[src/sv/ctt_pkg.sv]
`timescale 1ns / 1ps
// ----------------------------------------------------------------------------
// ctt_pkg: shared types and constants of the cycle timebase timeout unit
// Function and status codes, sequencer states and arithmetic constants.
// ----------------------------------------------------------------------------
package ctt_pkg;

  // counter width, 16 to 32 bits
  localparam int COUNTER_WIDTH = 32;

  localparam logic [31:0] US_PER_SECOND      = 32'd1000000;
  localparam logic [31:0] US_ROUND_UP        = 32'd999999;
  localparam logic [31:0] MAX_TIMEOUT_CYCLES = 32'h7FFF_FFFF;
  localparam logic [31:0] FREQ_RESET         = 32'd1000000;

  // restoring divider, one quotient bit per cycle
  localparam int DIVIDEND_WIDTH = 64;
  localparam int DIV_CNT_WIDTH  = $clog2(DIVIDEND_WIDTH);
  localparam logic [DIV_CNT_WIDTH-1:0] DIV_LAST_STEP = DIV_CNT_WIDTH'(DIVIDEND_WIDTH - 1);

  typedef enum logic [2:0] {
    FN_TICK        = 3'd0,
    FN_CLEAR       = 3'd1,
    FN_NOW         = 3'd2,
    FN_ELAPSED     = 3'd3,
    FN_CYCLES_TO_US = 3'd4,
    FN_US_TO_CYCLES = 3'd5,
    FN_TIMEOUT_CHECK = 3'd6
  } func_t;

  typedef enum logic [1:0] {
    STATUS_OK           = 2'd0,
    STATUS_IO_ERROR     = 2'd1,
    STATUS_OUT_OF_RANGE = 2'd2
  } status_t;

  typedef enum logic [2:0] {
    S_IDLE,
    S_MUL,
    S_LOAD,
    S_DIV,
    S_FIN
  } state_t;

endpackage

[src/sv/cycle_timebase_timeout_unit.sv]
`timescale 1ns / 1ps
// ----------------------------------------------------------------------------
// cycle_timebase_timeout_unit: wrapping cycle counter with time conversions
// Tick/clear update the counter; queries return count, elapsed cycles,
// cycles/us conversions and a timeout flag through one shared
// multiplier and a one-bit-per-cycle restoring divider.
// ----------------------------------------------------------------------------
// tick and clear update the counter and give no beat; now, elapsed and
//   zero-frequency errors give a registered result in the cycle after the input beat
// conversions and timeout checks pass through multiply, load, 64 divider steps and
//   finish before their result; the next beat is taken once the unit is back in idle
// one item in flight at a time; finish stretches while a result waits
// rst (synchronous) clears the counter, sets frequency to 1 MHz, empties output

module cycle_timebase_timeout_unit (
  input  logic        clk,
  input  logic        rst,
  // configuration
  input  logic        cfg_wen,
  input  logic [31:0] cfg_wdata,
  // input channel
  input  logic        in_valid,
  output logic        in_ready,
  input  logic [2:0]  func,
  input  logic [31:0] operand_value,
  input  logic [31:0] timeout_us,
  // output channel
  output logic        out_valid,
  input  logic        out_ready,
  output logic [31:0] result_value,
  output logic        elapsed_flag,
  output logic [1:0]  status
);

  localparam int CW = ctt_pkg::COUNTER_WIDTH;
  localparam int DW = ctt_pkg::DIVIDEND_WIDTH;

  ctt_pkg::state_t state, state_next;

  logic [CW-1:0]   cycle_counter;
  logic [31:0]     freq;
  ctt_pkg::func_t  op_func;
  logic [31:0]     op_operand;
  logic [31:0]     op_duration;
  logic [63:0]     product;
  logic [31:0]     divisor;
  logic [31:0]     rem;
  logic [DW-1:0]   quo;
  logic [ctt_pkg::DIV_CNT_WIDTH-1:0] div_cnt;

  ctt_pkg::func_t  in_func;
  logic            accept;
  logic            slot_free;
  logic            no_result;
  logic            out_load;
  logic [31:0]     out_value_d;
  logic            out_flag_d;
  ctt_pkg::status_t out_status_d;

  logic [31:0]     mul_a;
  logic [31:0]     mul_b;
  logic [63:0]     dividend;
  logic [32:0]     rem_sh;
  logic [33:0]     diff;
  logic            ge;
  logic [CW-1:0]   el_in;
  logic [CW-1:0]   el_op;
  logic            quo_hi;

  assign in_func   = ctt_pkg::func_t'(func);
  assign slot_free = !out_valid || out_ready;
  assign accept    = in_valid && in_ready;

  // elapsed cycles, modulo the counter width
  assign el_in  = cycle_counter - operand_value[CW-1:0];
  assign el_op  = cycle_counter - op_operand[CW-1:0];
  assign quo_hi = |quo[DW-1:32];

  // shared multiplier operands
  assign mul_a = (op_func == ctt_pkg::FN_TIMEOUT_CHECK) ? op_duration : op_operand;
  assign mul_b = (op_func == ctt_pkg::FN_CYCLES_TO_US) ? ctt_pkg::US_PER_SECOND : freq;

  // divider load: ceil rounding for us to cycles
  assign dividend = (op_func == ctt_pkg::FN_CYCLES_TO_US) ? product
                  : product + {32'd0, ctt_pkg::US_ROUND_UP};

  // one restoring divider step
  assign rem_sh = {rem, quo[DW-1]};
  assign diff   = {1'b0, rem_sh} - {2'b00, divisor};
  assign ge     = !diff[33];

  // beats that leave no result
  always_comb begin
    unique case (in_func)
      ctt_pkg::FN_TICK, ctt_pkg::FN_CLEAR: no_result = 1'b1;
      ctt_pkg::FN_NOW, ctt_pkg::FN_ELAPSED, ctt_pkg::FN_CYCLES_TO_US,
      ctt_pkg::FN_US_TO_CYCLES, ctt_pkg::FN_TIMEOUT_CHECK: no_result = 1'b0;
      default: no_result = 1'b1;
    endcase
  end

  // next state
  always_comb begin
    state_next = state;
    unique case (state)
      ctt_pkg::S_IDLE: begin
        if (accept && freq != 32'd0 &&
            (in_func == ctt_pkg::FN_CYCLES_TO_US || in_func == ctt_pkg::FN_US_TO_CYCLES ||
             in_func == ctt_pkg::FN_TIMEOUT_CHECK)) begin
          state_next = ctt_pkg::S_MUL;
        end
      end
      ctt_pkg::S_MUL:  state_next = ctt_pkg::S_LOAD;
      ctt_pkg::S_LOAD: state_next = ctt_pkg::S_DIV;
      ctt_pkg::S_DIV: begin
        if (div_cnt == '0) state_next = ctt_pkg::S_FIN;
      end
      ctt_pkg::S_FIN: begin
        if (slot_free) state_next = ctt_pkg::S_IDLE;
      end
      default: state_next = ctt_pkg::S_IDLE;
    endcase
  end

  // handshake and result selection
  always_comb begin
    in_ready     = 1'b0;
    out_load     = 1'b0;
    out_value_d  = 32'd0;
    out_flag_d   = 1'b0;
    out_status_d = ctt_pkg::STATUS_OK;
    unique case (state)
      ctt_pkg::S_IDLE: begin
        in_ready = slot_free || no_result;
        if (accept) begin
          unique case (in_func)
            ctt_pkg::FN_NOW: begin
              out_load    = 1'b1;
              out_value_d = 32'(cycle_counter);
            end
            ctt_pkg::FN_ELAPSED: begin
              out_load    = 1'b1;
              out_value_d = 32'(el_in);
            end
            ctt_pkg::FN_CYCLES_TO_US, ctt_pkg::FN_US_TO_CYCLES,
            ctt_pkg::FN_TIMEOUT_CHECK: begin
              if (freq == 32'd0) begin
                out_load     = 1'b1;
                out_status_d = ctt_pkg::STATUS_IO_ERROR;
              end
            end
            default: out_load = 1'b0;
          endcase
        end
      end
      ctt_pkg::S_FIN: begin
        out_load = slot_free;
        if (op_func == ctt_pkg::FN_TIMEOUT_CHECK) begin
          if (quo_hi || quo[31:0] > ctt_pkg::MAX_TIMEOUT_CYCLES) begin
            out_status_d = ctt_pkg::STATUS_OUT_OF_RANGE;
          end else begin
            out_flag_d = (32'(el_op) >= quo[31:0]);
          end
        end else if (quo_hi) begin
          out_status_d = ctt_pkg::STATUS_OUT_OF_RANGE;
        end else begin
          out_value_d = quo[31:0];
        end
      end
      default: in_ready = 1'b0;
    endcase
  end

  // control registers
  always_ff @(posedge clk) begin
    if (rst) begin
      state         <= ctt_pkg::S_IDLE;
      cycle_counter <= '0;
      freq          <= ctt_pkg::FREQ_RESET;
      out_valid     <= 1'b0;
    end else begin
      state <= state_next;
      if (cfg_wen) freq <= cfg_wdata;
      if (accept && in_func == ctt_pkg::FN_TICK) cycle_counter <= cycle_counter + CW'(1);
      if (accept && in_func == ctt_pkg::FN_CLEAR) cycle_counter <= '0;
      if (out_load) out_valid <= 1'b1;
      else if (out_ready) out_valid <= 1'b0;
    end
  end

  // datapath registers
  always_ff @(posedge clk) begin
    if (accept) begin
      op_func     <= in_func;
      op_operand  <= operand_value;
      op_duration <= timeout_us;
    end
    if (state == ctt_pkg::S_MUL) product <= 64'(mul_a) * 64'(mul_b);
    if (state == ctt_pkg::S_LOAD) begin
      quo     <= dividend;
      rem     <= 32'd0;
      div_cnt <= ctt_pkg::DIV_LAST_STEP;
      divisor <= (op_func == ctt_pkg::FN_CYCLES_TO_US) ? freq : ctt_pkg::US_PER_SECOND;
    end
    if (state == ctt_pkg::S_DIV) begin
      rem     <= ge ? diff[31:0] : rem_sh[31:0];
      quo     <= {quo[DW-2:0], ge};
      div_cnt <= div_cnt - ctt_pkg::DIV_CNT_WIDTH'(1);
    end
    if (out_load) begin
      result_value <= out_value_d;
      elapsed_flag <= out_flag_d;
      status       <= out_status_d;
    end
  end

  // divider runs its last step into the finish cycle
  a_div_done: assert property (@(posedge clk) disable iff (rst)
    (state == ctt_pkg::S_DIV && div_cnt == '0) |=> state == ctt_pkg::S_FIN)
    else $error("divider did not finish after its last step");

  // counter holds while a query is in the sequencer
  a_counter_hold: assert property (@(posedge clk) disable iff (rst)
    (state != ctt_pkg::S_IDLE) |=> $stable(cycle_counter))
    else $error("counter moved during a query");

  // error beats carry zero value and flag
  a_err_zero: assert property (@(posedge clk) disable iff (rst)
    (out_valid && status != ctt_pkg::STATUS_OK) |-> (result_value == 32'd0 && !elapsed_flag))
    else $error("error result with nonzero payload");

  // no query taken while the sequencer is busy
  a_busy_ready: assert property (@(posedge clk) disable iff (rst)
    (state != ctt_pkg::S_IDLE) |-> !in_ready)
    else $error("input taken while busy");

endmodule
[config.mk]
export PLATFORM = sky130hd
export DESIGN_NAME = cycle_timebase_timeout_unit
export DESIGN_NICKNAME = d
export VERILOG_FILES = /design/src/sv/ctt_pkg.sv /design/src/sv/cycle_timebase_timeout_unit.sv
export SDC_FILE = /design/constraint.sdc
export NUM_CORES = 2
export LEC_CHECK = 0
export ABC_AREA = 0
export BUFFER_PORTS_ARGS = -buffer_cell sky130_fd_sc_hd__buf_4
export CORE_UTILIZATION = 65
export CTS_CLUSTER_DIAMETER = 200
export DETAILED_ROUTE_END_ITERATION = 12
export GPL_ROUTABILITY_DRIVEN = 0
export MAX_ROUTING_LAYER = met4
export PLACE_DENSITY = 0.8
export SLEW_MARGIN = 0
export SYNTH_ARGS = -nofsm -noshare
export SYNTH_HDL_FRONTEND = slang
export SYNTH_SLANG_ARGS = --single-unit
[constraint.sdc]
create_clock -name clk -period 22.5 [get_ports clk]
set_input_delay 3.375 -clock clk [delete_from_list [all_inputs] [get_ports clk]]
set_output_delay 3.375 -clock clk [all_outputs]
set_load 0.02 [all_outputs]
Word level (Yosys, flattened, before mapping)
Cells that the tools add are included.

word-level totals
  register bits after elaboration = 368
  input port bits = 104

cells by class
  $add $sub $neg = 6
  multipliers = 1
  $lt $le $gt $ge = 2
  eq/ne operators = 15
  mux-type cells = 34
  bitwise operators = 2
  reduce and logical (&&, ||, !) cells = 26

operator list
  cell                                                                     number
  32-bit two-way mux                                                       8
  64-bit two-way mux                                                       3
  32-bit case mux with 2 select lines                                      2
  64-bit by 20-bit adder with 64-bit output (second input constant)        1
  32-bit by 32-bit multiplier with 64-bit output                           1
  32-bit subtractor                                                        2
  33-bit by 32-bit subtractor with 34-bit output                           1
  32-bit by 1-bit adder with 32-bit output (second input constant)         1
  32-bit greater-or-equal comparator                                       1
  32-bit by 31-bit > comparator with 1-bit output (second input constant)  1
  32-bit logical NOT                                                       1
  32-bit nonzero test                                                      1
  32-bit OR reduction                                                      1
  3-bit equality test (second input constant)                              6
  3-bit case mux with 5 select lines                                       1
  3-bit by 2-bit equality test with 1-bit output (second input constant)   4
  6-bit two-way mux                                                        2
  1-bit two-way mux                                                        9
  3-bit two-way mux                                                        3
  3-bit by 1-bit equality test with 1-bit output (second input constant)   2
  3-bit logical NOT                                                        2
  6-bit logical NOT                                                        1
  2-bit two-way mux                                                        3
  2-bit inequality test (second input constant)                            3
  other kinds (12)                                                         26

Depth between registers and ports, before layout
  word-level depth = 10
  depth in mapped cells = 33

Least setup slack after synthesis
Ideal clock, no wire load.

  kind = flip-flop to flip-flop
  from = register op_func[1]
  to = register product[56], data pin
  setup time = 0.262 ns
  arrival = 8.494 ns
  data required time = 22.238 ns
  slack = 13.744 ns
  cell stages (with the launch flop) = 29
  buffers on the path = 4
  cells stage by stage = edfxtp_1 > nand3b_1 > buf_1 > buf_1 > mux2i_1 > clkbuf_1 > nor2_1 > fa_1 > fa_1 > inv_1 > fa_1 > fa_1 > inv_1 > fa_1 > fa_1 > fa_1 > fa_1 > ha_1 > clkbuf_1 > a21oi_1 > o21bai_1 > a21oi_1 > o211ai_1 > a221o_1 > a41oi_1 > o31ai_2 > a311oi_1 > o21ai_1 > xor2_1

on the way
  longest elaborated chain between the ends = 3
  elaborated cells on any way between the ends = 5
  classes of those cells = mul: 1; eq/ne: 2; mux: 2

ends and longest elaborated chain
  element                                           line                                                                  source
  from (decl)                                       cycle_timebase_timeout_unit.sv:42                                     ctt_pkg::func_t op_func;
  from (signal assigned)                            cycle_timebase_timeout_unit.sv:194                                    op_func <= in_func;
  3-bit equality test (on tied branches)            cycle_timebase_timeout_unit.sv:80, cycle_timebase_timeout_unit.sv:81
  32-bit two-way mux (on tied branches)             cycle_timebase_timeout_unit.sv:80, cycle_timebase_timeout_unit.sv:81
  32-bit by 32-bit multiplier with 64-bit output *  cycle_timebase_timeout_unit.sv:198                                    if (state == ctt_pkg::S_MUL) product <= 64'(mul_a) * 64'(mul_b);
  to (signal assigned)                              cycle_timebase_timeout_unit.sv:198
  to (decl)                                         cycle_timebase_timeout_unit.sv:45                                     logic [63:0] product;

Every way passes the cells marked *; elsewhere a longest branch is shown, timed or not.
A chain may end at the register's enable or synchronous reset.

Worst setup path after layout
  from = register op_func[2]
  to = register product[56], data pin

The elaborated chain is that of the path after synthesis.

==> results.md <==
- After the first detailed-routing iteration, the DRC count stood at 4787.
- Derived from the worst setup path, the maximum achievable clock frequency is 92.8 MHz.
- The fraction of final layout cells with drive strength greater than 1 is 0.0662.
- The finished layout holds 6916 standard cells, fillers aside.
- The post-route clock skew is 23.8 ps.
- The initial utilization of the core area, before any placement, comes to 0.660.
- The clock slew at the register clock pins of the worst setup and hold paths is 70 ps.
- The first global-routing pass estimated 251000 um of wire.
- The count of buffers from port buffering is 140.
- The number of pins with negative max-slew slack in the final report is 0.
- Setup repair after global routing left no endpoint under its margin.
- The signal arrival time at the worst endpoint is 11090 ps.
- The finished layout cell area is 57100 um^2.
- For the pin with the worst max-slew slack, the measured transition is 1280 ps.
- For this run, the detailed router's first-pass iteration total came to 7.
- The number of setup violations in the final report is 0.
- Dividing the detail-routed via count by the number of cells gives 6.22.
- The half-perimeter wire length of the detailed placement result is 126000 um.
- The number of antenna violations at the first check in global routing was 8.
- The total core area is 81100 um^2.
- The cell area after synthesis is 53500 um^2.
- The cell count after placement is 6827.
- CTS placed an instance of sky130_fd_sc_hd__clkbuf_16 at the clock tree root.
- The routed design could run at a clock period as short as 10780 ps.
- For this run, the total global-route usage over all layers was measured as 0.413.
- The largest total area in the synthesized netlist belongs to sky130_fd_sc_hd__fa_1.
- The area of placed instances is 55600 um^2.
- The pin count of the biggest net entering global routing is 99.
- The number of global-route vias before repair is 44400.
- The maximum count of clock buffers along a single path is 3.
- The critical path capture point type is a flip-flop.
- Buffers inserted during clock tree synthesis total 43.
- STA puts the critical path data required time at 22820 ps.
- The area of the die is 83500 um^2.
- The path class of the tightest hold or removal check is reg2reg.
- The floorplan has 104 rows.
- The total wire length after detailed routing is 163000 um.
- The average cell area after synthesis is 9.21 um^2.
- After synthesis the netlist holds a flip-flop and latch count of 368.
- After detailed routing, the number of remaining DRC violations is 0.
- The yosys synthesis warning count is 0.
- CTS saw 368 sinks.
- The post-synthesis cell count is 5813.
- By area the synthesized netlist is led by sky130_fd_sc_hd__fa_1 34%, sky130_fd_sc_hd__edfxtp_1 17%, sky130_fd_sc_hd__ha_1 9.2%.
- The run finished with clean final reports.
- The die is 289 um tall.
- For this run, the post-layout net count is 7208.
- The H-tree was split into 2 levels.
- The die is 289 um wide.
- The period utilization is 0.479.
- The number of max-cap violations is 0.
- The routed wire length per instance is 23.5 um.
- The I/O pin total is 141.
- The setup TNS after final layout is 0 ps.
- The category of the worst setup path launch point is a flip-flop.
- Of all flip-flops after synthesis, the portion carrying an async set or reset was 0.
- The count of final hold-check violations is 0.
- In this run the worst path has a maximum fanout of 59.
- The headroom to the max-slew limit is 0.128.
- The total of cells resized after clock tree synthesis is 0.
- The share of the core filled with cells is 0.704.
- Of the post-synthesis cell area, the dominant cell type holds 0.336.
- The number of hold buffers added after CTS was 0.
- The insertion delay to the later sink of the worst-skew pair is 590 ps.
- The number of distinct library cells after synthesis is 90.
- The area added between synthesis and finish is 6.61%.
- For flop-to-flop paths, the worst setup slack is 11720 ps.
- TritonCTS built the clock tree.
- The residual antenna-violating net count after detailed routing is 0.
- The sequential area share after synthesis is 0.194.
- The via count is 43100.
- The number of synthesized flops with an enable pin is 300.
- In the synthesized netlist the dominant register cell turns out to be sky130_fd_sc_hd__edfxtp_1.
- The total nets after synthesis is 7209.
- The critical path in this run is classified as reg2reg.
- The total congestion overflow is 0.
- In this run the post-CTS setup repair buffer count came out at 0.
## routing by layer
layer | GRT usage | routed length (um) | vias to the layer above
met3 | 0.137 | 22000 | 804
li1 | - | - | 18300
met4 | 0.243 | 12400 | 0
met1 | 0.485 | 55200 | 21200
met5 | - | 0 | -
met2 | 0.621 | 72900 | 2775
## cells in the final DEF, fill, tap and decap left out, types with 7 or more instances in the layout
cell	count
sky130_fd_sc_hd__and2_1	61
sky130_fd_sc_hd__or3_1	11
sky130_fd_sc_hd__o21a_1	13
sky130_fd_sc_hd__nor2b_1	33
sky130_fd_sc_hd__nor3_1	34
sky130_fd_sc_hd__edfxtp_1	300
sky130_fd_sc_hd__nand3_1	72
sky130_fd_sc_hd__a21o_1	84
sky130_fd_sc_hd__nand2_1	622
sky130_fd_sc_hd__clkinv_2	10
sky130_fd_sc_hd__fa_1	899
sky130_fd_sc_hd__o21ai_0	154
sky130_fd_sc_hd__mux2i_1	55
sky130_fd_sc_hd__a211oi_1	22
sky130_fd_sc_hd__inv_1	1049
sky130_fd_sc_hd__a22oi_1	24
sky130_fd_sc_hd__a31oi_1	17
sky130_fd_sc_hd__a21oi_1	184
sky130_fd_sc_hd__and3_1	42
sky130_fd_sc_hd__mux2_2	32
sky130_fd_sc_hd__ha_1	393
sky130_fd_sc_hd__dfxtp_1	68
sky130_fd_sc_hd__a221o_1	10
sky130_fd_sc_hd__o21bai_1	27
sky130_fd_sc_hd__mux2i_2	22
sky130_fd_sc_hd__xnor2_1	142
sky130_fd_sc_hd__diode_2	10
sky130_fd_sc_hd__nand4_1	41
sky130_fd_sc_hd__a211o_1	11
sky130_fd_sc_hd__o21ai_1	38
sky130_fd_sc_hd__xor2_1	93
sky130_fd_sc_hd__and4_1	7
sky130_fd_sc_hd__buf_4	210
sky130_fd_sc_hd__nor3b_1	9
sky130_fd_sc_hd__nor2_1	797
sky130_fd_sc_hd__nand2b_1	34
sky130_fd_sc_hd__o211ai_1	7
sky130_fd_sc_hd__nor4_1	25
sky130_fd_sc_hd__clkbuf_16	47
## flip-flops by register name, summed over array words and instances, names as in the netlist
| name | cells |
|---|---|
| op_operand | 32 |
| div_cnt | 6 |
| quo | 64 |
| op_func | 3 |
| state | 3 |
| divisor | 32 |
| cycle_counter | 32 |
| status | 2 |
| out_valid | 1 |
| rem | 32 |
| product | 64 |
| freq | 32 |
| op_duration | 32 |
| result_value | 32 |
| elapsed_flag | 1 |
## final timing paths
kind                                        from                        endpoint  cells after the start
setup / recovery            op_func[2]$_DFFE_PP_           product[56]$_DFFE_PP_                     25
setup reg to reg            op_func[2]$_DFFE_PP_           product[56]$_DFFE_PP_                     25
hold reg to reg   cycle_counter[13]$_SDFFE_PP0P_  cycle_counter[13]$_SDFFE_PP0P_                      2
hold / removal    cycle_counter[13]$_SDFFE_PP0P_  cycle_counter[13]$_SDFFE_PP0P_                      2
## Yosys cell counts (9+ instances only)
library cell and n:
sky130_fd_sc_hd__a211o_1 11, sky130_fd_sc_hd__a211oi_1 22, sky130_fd_sc_hd__a21o_1 84, sky130_fd_sc_hd__a21oi_1 184, sky130_fd_sc_hd__a221o_1 10, sky130_fd_sc_hd__a22oi_1 24
sky130_fd_sc_hd__a31oi_1 17, sky130_fd_sc_hd__and2_1 61, sky130_fd_sc_hd__and3_1 42, sky130_fd_sc_hd__buf_1 14, sky130_fd_sc_hd__buf_2 9, sky130_fd_sc_hd__clkbuf_1 230
sky130_fd_sc_hd__dfxtp_1 68, sky130_fd_sc_hd__edfxtp_1 300, sky130_fd_sc_hd__fa_1 899, sky130_fd_sc_hd__ha_1 393, sky130_fd_sc_hd__inv_1 1050, sky130_fd_sc_hd__mux2_2 32
sky130_fd_sc_hd__mux2i_1 79, sky130_fd_sc_hd__nand2_1 624, sky130_fd_sc_hd__nand2b_1 34, sky130_fd_sc_hd__nand3_1 72, sky130_fd_sc_hd__nand4_1 41, sky130_fd_sc_hd__nor2_1 804
sky130_fd_sc_hd__nor2b_1 33, sky130_fd_sc_hd__nor3_1 36, sky130_fd_sc_hd__nor3b_1 11, sky130_fd_sc_hd__nor4_1 25, sky130_fd_sc_hd__o21a_1 13, sky130_fd_sc_hd__o21ai_0 154
sky130_fd_sc_hd__o21ai_1 38, sky130_fd_sc_hd__o21bai_1 27, sky130_fd_sc_hd__or3_1 11, sky130_fd_sc_hd__xnor2_1 142, sky130_fd_sc_hd__xor2_1 93
## worst max-delay path: stages (launching register included)
cell and delay [ps]:
sky130_fd_sc_hd__edfxtp_1 410, sky130_fd_sc_hd__or3b_2 430, sky130_fd_sc_hd__buf_4 600, sky130_fd_sc_hd__nand2_1 930, sky130_fd_sc_hd__nor2_1 420, sky130_fd_sc_hd__fa_1 480, sky130_fd_sc_hd__fa_1 490, sky130_fd_sc_hd__inv_1 50
sky130_fd_sc_hd__fa_1 450, sky130_fd_sc_hd__fa_1 560, sky130_fd_sc_hd__inv_1 60, sky130_fd_sc_hd__fa_1 600, sky130_fd_sc_hd__fa_1 460, sky130_fd_sc_hd__fa_1 500, sky130_fd_sc_hd__inv_1 60, sky130_fd_sc_hd__fa_1 530
sky130_fd_sc_hd__inv_1 50, sky130_fd_sc_hd__ha_1 440, sky130_fd_sc_hd__and3_1 240, sky130_fd_sc_hd__nand2_1 80, sky130_fd_sc_hd__a2111oi_0 1010, sky130_fd_sc_hd__a41oi_1 580, sky130_fd_sc_hd__o31ai_2 510, sky130_fd_sc_hd__a311oi_1 220
sky130_fd_sc_hd__o21ai_1 200, sky130_fd_sc_hd__xor2_1 80
## area by class of cell
| type | count | area, um^2 |
|---|---|---|
| Clock buffer | 56 | 1250 |
| Sequential cell | 368 | 10400 |
| Clock inverter | 23 | 201 |
| Multi-Input combinational cell | 4139 | 38400 |
| Antenna cell | 10 | 25.0 |
| Inverter | 1050 | 3940 |
| Timing Repair Buffer | 210 | 1580 |
| Fill cell | 6021 | 24000 |
| Tap cell | 1060 | 1330 |
## cell families after synthesis
group | share of synthesized area
buffers and inverters | 0.0925
adder cells (fa/ha/maj) | 0.428
multiplexers | 0.0215
AO/OA/AOI/OAI | 0.0799
AND/OR/NAND/NOR | 0.146
flip-flops | 0.194
XOR/XNOR | 0.0384
## per-stage QoR
step           hold slack (ps)  setup slack, ps
2_1_floorplan              496            13740
3_3_place_gp               537            12260
3_5_place_dp               548            12170
4_1_cts                    554            12130
5_1_grt                    584            11490
6_report                   556            11720
Power is left out: the tool's default activity adds up to more than one toggle a clock period on the data nets, which glitch-free logic cannot reach.
